[src/bowq_pkg.sv]
`default_nettype none
package bowq_pkg;
	localparam int MaxClusters = 64;
	localparam int DescDim = 128;
	localparam int ClW = 6;
	localparam int DimW = 7;
	localparam int AddrW = ClW + DimW;
	localparam int CntW = 16;
	localparam int DistW = 40;
	localparam logic [CntW-1:0] CountMax = '1;

	typedef enum logic [1:0] {
		OP_LOAD = 2'd0,
		OP_DESC = 2'd1,
		OP_EOI  = 2'd2,
		OP_NONE = 2'd3
	} opcode_t;

	typedef struct packed {
		logic [1:0]  opcode;
		logic [5:0]  cluster_index;
		logic [6:0]  dim_index;
		logic [15:0] centroid_value;
		logic [7:0]  descriptor_value;
	} in_word_t;

	typedef struct packed {
		logic [5:0]  bin_index;
		logic [15:0] bin_count;
		logic        last_bin;
	} out_word_t;

	typedef enum logic [2:0] {
		ST_IDLE,
		ST_SEARCH,
		ST_DRAIN,
		ST_BUMP_RD,
		ST_BUMP_WR,
		ST_READOUT
	} state_t;

	// histogram port request
	typedef struct packed {
		logic            rd_en;
		logic [ClW-1:0]  rd_addr;
		logic            wr_en;
		logic [ClW-1:0]  wr_addr;
		logic [CntW-1:0] wr_data;
	} hist_req_t;
endpackage
`default_nettype wire

[src/bowq_hist.sv]
`default_nettype none
module bowq_hist (
	input  wire logic               clk,
	input  wire logic               arst_n,
	input  wire logic               clear,
	input  wire bowq_pkg::hist_req_t req,
	output logic [bowq_pkg::CntW-1:0] rd_data
);
	logic [bowq_pkg::CntW-1:0] mem [bowq_pkg::MaxClusters];
	logic [bowq_pkg::MaxClusters-1:0] valid_q;
	logic [bowq_pkg::CntW-1:0] raw_q;
	logic vld_s1;

	// counter storage
	always_ff @(posedge clk) begin
		if (req.wr_en) begin
			mem[req.wr_addr] <= req.wr_data;
		end
		if (req.rd_en) begin
			raw_q <= mem[req.rd_addr];
		end
	end

	// valid bits make a cleared entry read zero
	always_ff @(posedge clk or negedge arst_n) begin
		if (!arst_n) begin
			valid_q <= '0;
			vld_s1 <= 1'b0;
		end else begin
			if (req.rd_en) begin
				vld_s1 <= valid_q[req.rd_addr];
			end
			if (clear) begin
				valid_q <= '0;
			end else if (req.wr_en) begin
				valid_q[req.wr_addr] <= 1'b1;
			end
		end
	end

	assign rd_data = vld_s1 ? raw_q : '0;
endmodule
`default_nettype wire

[config.mk]
export PLATFORM = sky130hd
export DESIGN_NAME = bowq_hist
export DESIGN_NICKNAME = d
export VERILOG_FILES = /design/src/bowq_pkg.sv /design/src/bowq_hist.sv
export SDC_FILE = /design/constraint.sdc
export NUM_CORES = 1
export LEC_CHECK = 0
export CORE_MARGIN = 1
export CORE_UTILIZATION = 55
export DETAILED_ROUTE_END_ITERATION = 12
export DONT_BUFFER_PORTS = 1
export PLACE_DENSITY_LB_ADDON = 0.15
export SLEW_MARGIN = 20
export SYNTH_ARGS = -nofsm -noshare
export SYNTH_HDL_FRONTEND = slang
export SYNTH_SLANG_ARGS = --single-unit
[constraint.sdc]
create_clock -name clk -period 2.55 [get_ports clk]
set_input_delay 0.51 -clock clk [delete_from_list [all_inputs] [get_ports clk]]
set_output_delay 0.51 -clock clk [all_outputs]
set_load 0.01 [all_outputs]
==> metrics.txt <==
CP startpoint kind=input port; die height=280 um; Core Box Area=76200 um2; cell area after synthesis=42400 um2; # IOs=49; violated checks=negative setup slack; setup violators final=2; buffers added on ports=0; first-pass GRT wire length=144000 um; DRT Pass-1 Iters=5; critical path class=in -> reg; Die X=280 um; DRT antenna net count=0; run status=finished, violations left; clk_lat worst skew=0.67 ns; DP Worst Slack=-0.360 ns; endpoints failing hold=0; minimum clock period=2.57 ns; clock sinks=1105; WL/cell=32.3 um; Peak VDD IR=542 uV; Crit path largest cell delay=0.73 ns; Nets=2020; share of the yosys chip area belonging to registers=0.774; Final period util=1.01; largest net degree at the start of global routing=272; setup TNS=-0.0425 ns; layout cells sized above 1=0.310; CTS root buffer=clkbuf_16; Synth-to-Final Area Change=13.6%; WHS=0.0221 ns; CP required=2.93 ns; num rows=101; final setup margin=-0.0242 ns; YS warnings=0; DIE AREA=78300 um2; fillcell total=5039; data arrival time of the critical path=2.96 ns; Initial DRC Count=2536; Initial Utilization=0.557; final WL=101000 um; net count after synthesis=1906; pins over their slew limit=0; Pwr Density=778 nW/um2; Lkg Pwr=0.0154 uW; CP Cell Sequence=mux4_2 > mux4_2 > o22ai_1 > nor2_1; Post-Synthesis Cells=1873; crit-path max FO=271; Max Fclk=0.388 GHz; critical path endpoint category=flip-flop; CP most frequent cell=mux4_2; vias in the first global route=20047; Clock transition at path regs=0.06 ns; Antenna Cells=0; worst path bufs/invs=0; DR vias/cell=6.42; total number of vias=19956; relative slew slack=0.375; FF+latch count, synth=1105; All-Layer GR Usage=0.264; HP Class=in -> reg; RSZ-0062 raised after global routing=no; H-Tree Depth=3; delay-heaviest family, CP=multiplexers; TritonCTS clock tree=yes; GRT overflow=0; Final Skew=0.0191 ns; initial antenna violation count=6; DRC Markers=0; Max-Cap Viols=0; CP max-delay cell=mux4_2; clk buf depth=3; Post-DP HPWL=52800 um; TritonCTS Buffers=108; postcts setup bufs=0; worst slew pin tran=0.937 ns; Cell variety after synth=31; Avg Synthesized Cell Area=22.7 um2; final core occ=0.633; Routability Congestion=0.829
## cells in the final DEF, fill, tap and decap left out, types with 13 or more instances in the layout
master	synthesis	final
a22oi_1	18	15
and2_1	18	18
buf_16	0	17
buf_4	14	72
bufinv_16	0	13
clkbuf_1	51	20
clkbuf_16	0	111
clkinv_1	0	25
clkinv_2	0	18
dfrtp_1	65	65
edfxtp_1	1040	1040
mux2i_1	20	20
mux4_2	329	329
nand2_1	18	18
nor2_1	197	151
nor2_2	0	46
o22ai_1	18	18
## metrics by stage
step | power (uW) | cells | area [um2]
finish | 37500 | 3107 | 48200
global route | 38500 | 3107 | 48200
CTS | 37700 | 3107 | 48200
detailed placement | 21600 | 2884 | 44100
global placement | 21500 | 2884 | 44100
floorplan | 21500 | 1873 | 42500
## power by group
part	switching, uW	internal (uW)
registers	73.2	20000
clock network	6610	9330
logic	779	749
## final timing paths
path | startpoint | end | slack [ns] | depth (start not counted)
min in group asynchronous | arst_n | valid_q[13] | 0.44 | 2
max reg2reg | mem[63][7] | raw_q[7] | 0.01 | 4
min reg2reg | valid_q[46] | valid_q[46] | 0.49 | 2
max | req[23] | raw_q[5] | -0.02 | 4
min | req[17] | valid_q[55] | 0.02 | 2
max in group asynchronous | arst_n | valid_q[28] | 1.81 | 2
## per-layer routing
layer,part of all wire,vias to the layer above,routed length (um),global-route usage
li1,-,8059,-,-
met1,0.41,10784,40900,0.392
met2,0.47,981,47300,0.399
met3,0.095,132,9590,0.0575
met4,0.027,0,2710,0.0806
met5,0,-,0,0
## registers in the layout, indices dropped and copies added, names as in the netlist
register  count
mem        1024
vld_s1        1
valid_q      64
raw_q        16
## cells in the mapped netlist
master,instances,area [um2]
inv_1,2,7.51
a21oi_1,4,20.0
dfrtp_1,65,1630
or3b_2,1,8.76
nand2b_1,5,31.3
nand4_1,1,6.26
mux2i_1,20,200
a41o_1,1,10.0
o22ai_1,18,113
and2_1,18,113
nand2_1,18,67.6
or2_2,2,12.5
a31oi_1,3,18.8
buf_2,17,85.1
o21ba_2,1,10.0
clkbuf_1,51,191
nand3_1,11,55.1
edfxtp_1,1040,31200
nor4_1,1,6.26
a22oi_1,18,135
a311oi_1,2,17.5
or3_1,1,6.26
nand3b_1,2,15.0
buf_6,7,78.8
nor3_1,4,20.0
buf_4,14,105
a211oi_1,1,7.51
mux4_2,329,7410
nor2b_1,7,43.8
buf_1,12,45.0
nor2_1,197,739
## layout make-up
cell class,instances,area [um2],area share
Sequential cell,1105,32900,0.681
Multi-Input combinational cell,665,9230,0.191
Clock buffer,134,2890,0.0600
Timing Repair Buffer,105,1290,0.0267
Tap cell,1030,1290,0.0267
Clock inverter,66,652,0.0135
Inverter,2,7.51,0.000156
## cells by family (layout without fill, tap and decap cells)
family,Yosys count,after routing,share of synthesized area
compound gates,48,48,0.00781
mux,349,349,0.179
simple gates,268,268,0.0265
buf+inv,103,307,0.0121
flops,1105,1105,0.774
## worst register-to-register path, stage by stage (launching register included)
cell	delay, ns
edfxtp_1	0.37
mux4_2	0.47
mux4_2	0.52
a22oi_1	0.77
nand2_1	0.14
## repair_timing
action,in CTS,in global routing
setup endpoints to repair,2,1
hold buffers,23,0
gates resized for setup,2,1
hold endpoints to repair,1153,0
pin swaps,0,0
(Power assumes the default switching activity.)
